**src/rtl/bsf_pkg.sv**
```systemverilog
package bsf_pkg;

    localparam logic [7:0] FLAG_BYTE = 8'h7E;
    localparam logic [7:0] ESC_BYTE  = 8'h7D;
    localparam logic [7:0] ESC_MASK  = 8'h20;

    // The longest expansion of one input word is six line words.
    localparam int SEQ_DEPTH = 6;
    localparam int CNT_W     = 3;

    typedef struct packed {
        logic [SEQ_DEPTH-1:0][7:0] bytes;
        logic [SEQ_DEPTH-1:0]      done;
        logic [CNT_W-1:0]          cnt;
    } t_seq;

    typedef struct packed {
        logic free;
        logic busy;
    } t_emit_stat;

    function automatic t_seq f_push(t_seq s, logic [7:0] b, logic dn);
        t_seq r;
        r = s;
        r.bytes[s.cnt] = b;
        r.done[s.cnt]  = dn;
        r.cnt          = s.cnt + CNT_W'(1);
        return r;
    endfunction

    function automatic t_seq f_push_stuffed(t_seq s, logic [7:0] b);
        t_seq r;
        if (b == FLAG_BYTE || b == ESC_BYTE) begin
            r = f_push(s, ESC_BYTE, 1'b0);
            r = f_push(r, b ^ ESC_MASK, 1'b0);
        end else begin
            r = f_push(s, b, 1'b0);
        end
        return r;
    endfunction

endpackage

```
**src/rtl/bsf_frame.sv**
```systemverilog
module bsf_frame (
    input  logic          i_clk,
    input  logic          i_rst_n,
    input  logic          i_take,
    input  logic          i_kind,
    input  logic [7:0]    i_data_byte,
    input  logic          i_last_byte,
    output bsf_pkg::t_seq o_seq
);
    import bsf_pkg::*;

    logic       r_in_frame, n_in_frame;
    logic [7:0] r_xor, n_xor;
    logic [7:0] x_cur;
    t_seq       s;

    // Expand one input word into its list of line words and the next state.
    always_comb begin
        s          = '0;
        n_in_frame = r_in_frame;
        n_xor      = r_xor;
        x_cur      = r_in_frame ? r_xor : 8'h00;
        if (i_kind) begin
            if (r_in_frame) begin
                s = f_push_stuffed(s, r_xor);
                s = f_push(s, FLAG_BYTE, 1'b1);
            end
            s          = f_push(s, FLAG_BYTE, 1'b0);
            s          = f_push(s, 8'h00, 1'b0);
            s          = f_push(s, FLAG_BYTE, 1'b1);
            n_in_frame = 1'b0;
            n_xor      = 8'h00;
        end else begin
            if (!r_in_frame) begin
                s = f_push(s, FLAG_BYTE, 1'b0);
            end
            s     = f_push_stuffed(s, i_data_byte);
            n_xor = x_cur ^ i_data_byte;
            if (i_last_byte) begin
                s          = f_push_stuffed(s, n_xor);
                s          = f_push(s, FLAG_BYTE, 1'b1);
                n_in_frame = 1'b0;
                n_xor      = 8'h00;
            end else begin
                n_in_frame = 1'b1;
            end
        end
    end

    assign o_seq = s;

    always_ff @(posedge i_clk) begin
        if (!i_rst_n) begin
            r_in_frame <= 1'b0;
            r_xor      <= 8'h00;
        end else if (i_take) begin
            r_in_frame <= n_in_frame;
            r_xor      <= n_xor;
        end
    end

endmodule

```
**src/rtl/bsf_emit.sv**
```systemverilog
module bsf_emit (
    input  logic                i_clk,
    input  logic                i_rst_n,
    input  logic                i_load,
    input  bsf_pkg::t_seq       i_seq,
    input  logic                i_out_stall,
    output logic                o_out_valid,
    output logic [7:0]          o_line_byte,
    output logic                o_frame_done,
    output logic                o_run_last,
    output bsf_pkg::t_emit_stat o_stat
);
    import bsf_pkg::*;

    t_seq             r_seq;
    logic [CNT_W-1:0] r_idx, n_idx;
    logic             r_busy, n_busy;
    logic             r_ovalid, n_ovalid;
    logic [7:0]       r_line;
    logic             r_done;
    logic             r_last;
    logic             out_free;
    logic             on_last;
    logic             move;

    always_comb begin
        out_free = !r_ovalid || !i_out_stall;
        on_last  = (r_idx == (r_seq.cnt - CNT_W'(1)));
        move     = r_busy && out_free;

        n_busy = r_busy;
        if (move && on_last) begin
            n_busy = 1'b0;
        end
        if (i_load) begin
            n_busy = 1'b1;
        end

        n_idx = r_idx;
        if (i_load) begin
            n_idx = '0;
        end else if (move) begin
            n_idx = r_idx + CNT_W'(1);
        end

        n_ovalid = r_ovalid;
        if (out_free) begin
            n_ovalid = r_busy;
        end
    end

    always_ff @(posedge i_clk) begin
        if (!i_rst_n) begin
            r_busy   <= 1'b0;
            r_idx    <= '0;
            r_ovalid <= 1'b0;
        end else begin
            r_busy   <= n_busy;
            r_idx    <= n_idx;
            r_ovalid <= n_ovalid;
        end
    end

    always_ff @(posedge i_clk) begin
        if (i_load) begin
            r_seq <= i_seq;
        end
        if (move) begin
            r_line <= r_seq.bytes[r_idx];
            r_done <= r_seq.done[r_idx];
            r_last <= on_last;
        end
    end

    assign o_out_valid  = r_ovalid;
    assign o_line_byte  = r_line;
    assign o_frame_done = r_done;
    assign o_run_last   = r_last;
    assign o_stat.free  = !r_busy || (move && on_last);
    assign o_stat.busy  = r_busy;

endmodule

```
**src/rtl/byte_stuffing_framer_xor_check_top.sv**
```systemverilog
// Byte-stuffing framer with an XOR check byte. Each accepted input word
// (a payload byte, or an empty-frame request) is expanded into a list of
// one to six line words that is held in a sequence buffer, and the list is
// then moved one line word per cycle, while the output is not stalled, into
// the output register. The output register is one byte wide, so the line
// words of a list leave the output one after another. The next input word
// is accepted in the same cycle that the last line word of the current list
// moves to the output, so the block can take a new word before the last line
// word of the previous one has left the output. The line words of an input
// word pass through the sequence buffer and then the output register before
// they appear on the output. The opening flag is sent before the first byte
// of a frame, bytes 0x7E and 0x7D are sent as 0x7D and the byte XOR 0x20,
// and the byte marked last is followed by the stuffed XOR of the frame's raw
// bytes and a closing flag that carries frame_done. An empty-frame request
// first closes any open frame and then sends flag, 00, flag. The run_last
// bit marks the final line word caused by each input.
module byte_stuffing_framer_xor_check_top (
    input  logic       i_clk,
    input  logic       i_rst_n,
    input  logic       i_in_valid,
    output logic       o_in_stall,
    input  logic       i_kind,
    input  logic [7:0] i_data_byte,
    input  logic       i_last_byte,
    output logic       o_out_valid,
    input  logic       i_out_stall,
    output logic [7:0] o_line_byte,
    output logic       o_frame_done,
    output logic       o_run_last
);
    import bsf_pkg::*;

    t_seq       seq;
    t_emit_stat stat;
    logic       accept;

    // A word is taken whenever the sequence buffer is empty or is handing
    // its last line word to the output register in this cycle.
    assign accept     = i_in_valid && stat.free;
    assign o_in_stall = !stat.free;

    // Frame state and the expansion of one input word into line words.
    bsf_frame u_frame (
        .i_clk       (i_clk),
        .i_rst_n     (i_rst_n),
        .i_take      (accept),
        .i_kind      (i_kind),
        .i_data_byte (i_data_byte),
        .i_last_byte (i_last_byte),
        .o_seq       (seq)
    );

    // Sequence buffer and output register.
    bsf_emit u_emit (
        .i_clk        (i_clk),
        .i_rst_n      (i_rst_n),
        .i_load       (accept),
        .i_seq        (seq),
        .i_out_stall  (i_out_stall),
        .o_out_valid  (o_out_valid),
        .o_line_byte  (o_line_byte),
        .o_frame_done (o_frame_done),
        .o_run_last   (o_run_last),
        .o_stat       (stat)
    );

    // An accepted word always leaves a list in the sequence buffer.
    a_accept_fills: assert property (@(posedge i_clk) disable iff (!i_rst_n)
        accept |=> stat.busy)
        else $error("sequence buffer empty after an accepted word");

    // A closing flag is always the flag byte.
    a_done_is_flag: assert property (@(posedge i_clk) disable iff (!i_rst_n)
        (o_out_valid && o_frame_done) |-> (o_line_byte == FLAG_BYTE))
        else $error("frame_done on a byte other than the flag");

    // An escape byte is never the last word of a run and is followed at
    // once by an escaped flag or escape byte.
    a_esc_follow: assert property (@(posedge i_clk) disable iff (!i_rst_n)
        (o_out_valid && !i_out_stall && o_line_byte == ESC_BYTE) |=>
        (o_out_valid && (o_line_byte == (FLAG_BYTE ^ ESC_MASK) ||
                         o_line_byte == (ESC_BYTE ^ ESC_MASK))))
        else $error("escape byte not followed by an escaped byte");

    a_esc_not_last: assert property (@(posedge i_clk) disable iff (!i_rst_n)
        (o_out_valid && o_run_last) |-> (o_line_byte != ESC_BYTE))
        else $error("run ends on an escape byte");

endmodule

```
**config.mk**
```make
export PLATFORM = sky130hd
export DESIGN_NAME = byte_stuffing_framer_xor_check_top
export DESIGN_NICKNAME = d
export VERILOG_FILES = /design/src/rtl/bsf_pkg.sv /design/src/rtl/bsf_frame.sv /design/src/rtl/bsf_emit.sv /design/src/rtl/byte_stuffing_framer_xor_check_top.sv
export SDC_FILE = /design/constraint.sdc
export NUM_CORES = 1
export LEC_CHECK = 0
export ABC_AREA = 1
export ABC_CLOCK_PERIOD_IN_PS = 2500
export BUFFER_PORTS_ARGS = -buffer_cell sky130_fd_sc_hd__buf_2
export CELL_PAD_IN_SITES_DETAIL_PLACEMENT = 0
export CELL_PAD_IN_SITES_GLOBAL_PLACEMENT = 1
export CORE_UTILIZATION = 25
export CTS_CLUSTER_DIAMETER = 80
export DETAILED_ROUTE_END_ITERATION = 6
export PLACE_DENSITY = 0.53
export SYNTH_ARGS = -nofsm -noshare
export SYNTH_HDL_FRONTEND = slang
export SYNTH_SLANG_ARGS = --single-unit
```
**constraint.sdc**
```tcl
create_clock -name i_clk -period 2.5 [get_ports i_clk]
set_input_delay 0.375 -clock i_clk [delete_from_list [all_inputs] [get_ports i_clk]]
set_output_delay 0.375 -clock i_clk [all_outputs]
set_load 0.005 [all_outputs]
```
==> metrics.md <==
| Metric | Value |
|---|---|
| NumNets Final | 782 |
| Routability cong. | 0.8684 |
| Die Y | 144.8 um |
| Busiest layer in global routing | met2 |
| Worst endpoint required time | 2.59 ns |
| Largest net degree at the start of global routing | 46 |
| Met1 usage | 23.38% |
| Global-route wire length before repair | 27.35 mm |
| IO Pins | 26 |
| Worst slew pin tran | 0.5084 ns |
| CP dominant cell by count | nand2_1 |
| Lkg Pwr | 2.804 nW |
| Core ar. | 19,720 um2 |
| Width of the die | 144.8 um |
| Remaining DRCs | 0 |
| Maximum clock path buffer count | 2 |
| Critical path endpoint category | flip-flop |
| Netlist cell types | 43 |
| Max Cap Violations | 0 |
| Total Neg Setup Slack | 0 ns |
| PwrDens | 536.4 nW/um2 |
| Worst skew pair latency | 0.35 ns |
| First DRT Iteration DRCs | 326 |
| Max frequency | 0.4196 GHz |
| Clock sinks | 81 |
| Grt total ovfl | 0 |
| Post-Route Utilization | 32.57% |
| CP delay by family, top | simple AND/OR/NAND/NOR gates |
| Status | completed |
| Clk_skew | 0.01775 ns |
| Prevailing post-synth register cell | edfxtp_1 |
| CTS tree | done |
| Hold Buf Count CTS | 0 |
| Wirelength, routed | 17.81 mm |
| Final setup viols | 0 |
| Crit-path max FO | 12 |
| Post-route ant nets | 0 |
| Fin. Hold Viols | 0 |
| CP peak stage delay | 0.37 ns |
| Initial DRT Pass Iterations | 5 |
| Worst relative slew slack | 65.98% |
| Tmin final | 2.383 ns |
| DP HPWL | 13.79 mm |
| Port bufs | 25 |
| Initial Utilization | 25.85% |
| #FFs+latches synth | 81 |
| Die Area | 20,960 um2 |
| CP bufs+invs | 5 |
| Share of layout cells above drive strength 1 | 22.77% |
| Row cnt | 51 |
| Htree depth | 3 |
| Class of the worst hold path | in -> reg |
| Sequential element share of the synthesized area | 44.98% |
| Pre-CTS WS | -0.1891 ns |
| Setup slack after layout | 0.1167 ns |
| Number of synthesized flops with an enable pin | 67 |
| Yosys Warn Count | 0 |
| DP Cell Count | 1,008 |
| Asr flop ratio synth | 0% |
| Reg clk slew, reported paths | 0.08 ns |
| CTS Buf Count | 9 |
| Via count | 4,859 |
| Syn avg cell area | 7.652 um2 |
| Fin Hold WS | 0.3095 ns |
| Kind of critical path | reg -> reg |
| Drt via density | 4.722 |
| Peak supply drop | 294.2 uV |
| GRT met2 Usage | 30.06% |
| Root Buffer | clkbuf_16 |
| Drt wl/cell | 17.30 um |
| Final Slew Violations | 0 |
| Vias in the first global route | 4,697 |
| Layout Cells excl Fill | 1,029 |
| Slowest cell on crit path | dfxtp_4 |
| Setup crit start kind | flip-flop |
| Initial antenna violation count | 0 |
| Final period utilization | 95.33% |
| CP cell instances | buf_12, buf_4, inv_1, ha_1, nor2_1, nand2_1, o21ai_0, o21ai_0, nand2_1, nand2_1, inv_1, nand3_1, nand2_1, inv_1 |
| Area Overhead vs Synth | 26.00% |
| Gr usage total | 18.04% |
| Netlist Area Pre-Place | 5096 um2 |
| Critical path arrival | 2.48 ns |
| Post-Synthesis Cells | 666 |
| N_diodes | 0 |
| GRT met3 Usage | 2.600% |
[cells in the mapped netlist (2+ instances only)]
library cell,n,area (um2)
nand2_1,160,600.6
nor2_1,88,330.3
o21ai_0,74,370.4
edfxtp_1,67,2012
inv_1,54,202.7
nand3_1,50,250.2
a21oi_1,23,115.1
dfxtp_1,14,280.3
clkbuf_1,13,48.80
inv_2,12,45.04
nand2_2,11,68.82
nor3_1,10,50.05
ha_1,9,112.6
o32ai_1,9,78.83
o22ai_1,7,43.79
buf_1,6,22.52
buf_2,5,25.02
clkinv_1,4,15.01
nor2_4,4,45.04
o21ai_1,4,20.02
o31ai_1,4,30.03
xor2_1,4,35.03
a22oi_1,3,22.52
buf_6,3,33.78
nand2_4,3,33.78
nand4_1,3,18.77
nor4_1,3,18.77
nand3_2,2,20.02
o2111ai_1,2,17.52
o221ai_1,2,17.52
[cell families (layout without fill, tap and decap cells)]
| group | after synthesis | in the layout | share of synthesized area, % |
|---|---|---|---|
| AND/OR/NAND/NOR | 338 | 338 | 28.97 |
| AO/OA/AOI/OAI | 134 | 134 | 15.05 |
| buffers and inverters | 98 | 195 | 7.856 |
| flip-flops | 81 | 81 | 44.98 |
| adder cells (fa/ha/maj) | 9 | 9 | 2.210 |
| XOR/XNOR | 5 | 5 | 0.8593 |
| other | 1 | 2 | 0.07359 |
[report_power, final]
group          leakage, nW  switching [W]  total (W)  internal, W
registers            0.750      0.0000293    0.00159      0.00156
logic                 1.91       0.000353   0.000547     0.000194
clock network        0.141       0.000592    0.00130     0.000713
[cell usage in the layout, fill, tap and decap left out, types with 2 or more instances in the layout]
master and instances:
nand2_1 158, nor2_1 87, buf_4 80, o21ai_0 73
edfxtp_1 67, inv_1 51, nand3_1 50, buf_2 25
a21oi_1 22, inv_2 14, nand2_2 13, dfxtp_1 13
nor3_1 9, o32ai_1 9, clkbuf_16 9, ha_1 8
o22ai_1 7, nor2_4 5, xor2_1 4, clkinv_1 4
o21ai_1 4, nand4_1 3, nand2_4 3, nor4_1 3
o31ai_1 3, a22oi_1 3, clkinvlp_4 2, nand3_2 2
o2111ai_1 2, o21ai_2 2, nor3_2 2, a21oi_2 2
o221ai_1 2, clkinv_4 2, buf_6 2, buf_12 2
conb_1 2
[metrics by stage]
step | cell area, um2 | total power (W)
after CTS | 6339 | 0.003479
after detailed placement | 6048 | 0.002162
after global placement | 6048 | 0.002161
after floorplan | 5111 | 0.001913
after global routing | 6421 | 0.003605
final | 6421 | 0.003444
[state kept, by name, summed over array words and instances (netlist names)]
| register | cells |
|---|---|
| u_emit.r_seq | 57 |
| u_emit.r_idx | 3 |
| u_emit.o_frame_done | 1 |
| u_frame.r_xor | 8 |
| u_emit.o_line_byte | 8 |
| u_emit.o_out_valid | 1 |
| u_frame.r_in_frame | 1 |
| u_emit.r_busy | 1 |
| u_emit.o_run_last | 1 |
[worst register-to-register path: cells and delay by family (launching register included)]
| family | cells | cell delay [ns] |
|---|---|---|
| AND/OR/NAND/NOR | 6 | 0.64 |
| flip-flops | 1 | 0.37 |
| buffers and inverters | 5 | 0.59 |
| adder cells (fa/ha/maj) | 1 | 0.29 |
| AO/OA/AOI/OAI | 2 | 0.22 |
[final cells by class]
type / count / area [um2]
Clock buffer: 10 / 239.0
Clock inverter: 6 / 50.05
Fill cell: 2119 / 13300
Inverter: 70 / 266.5
Multi-Input combinational cell: 488 / 2450
Sequential cell: 81 / 2296
Tap cell: 265 / 331.6
Timing Repair Buffer: 109 / 788.3
[routing by layer]
layer	wire (um)	part of all wire (%)
met1	8331	47
met2	8387	47
met3	623	3.5
met4	463	2.6
met5	0	0
[timing repair]
action,CTS,global route
pin swaps,0,1
buffers inserted,0,5
setup endpoints to repair,11,24
gates resized for setup,1,14
[final timing paths]
kind	from	to	slack, ns	depth (start not counted)
max	u_frame.r_in_frame$_SDFFE_PN0P_	u_emit.r_seq[14]$_DFFE_PP_	0.12	14
min	i_out_stall	u_emit.o_out_valid$_SDFFE_PN0N_	0.31	3
max reg2reg	u_frame.r_in_frame$_SDFFE_PN0P_	u_emit.r_seq[14]$_DFFE_PP_	0.12	14
min reg2reg	u_emit.o_out_valid$_SDFFE_PN0N_	u_emit.o_out_valid$_SDFFE_PN0N_	0.48	2
Note: power is estimated with default switching activity, not from simulation.
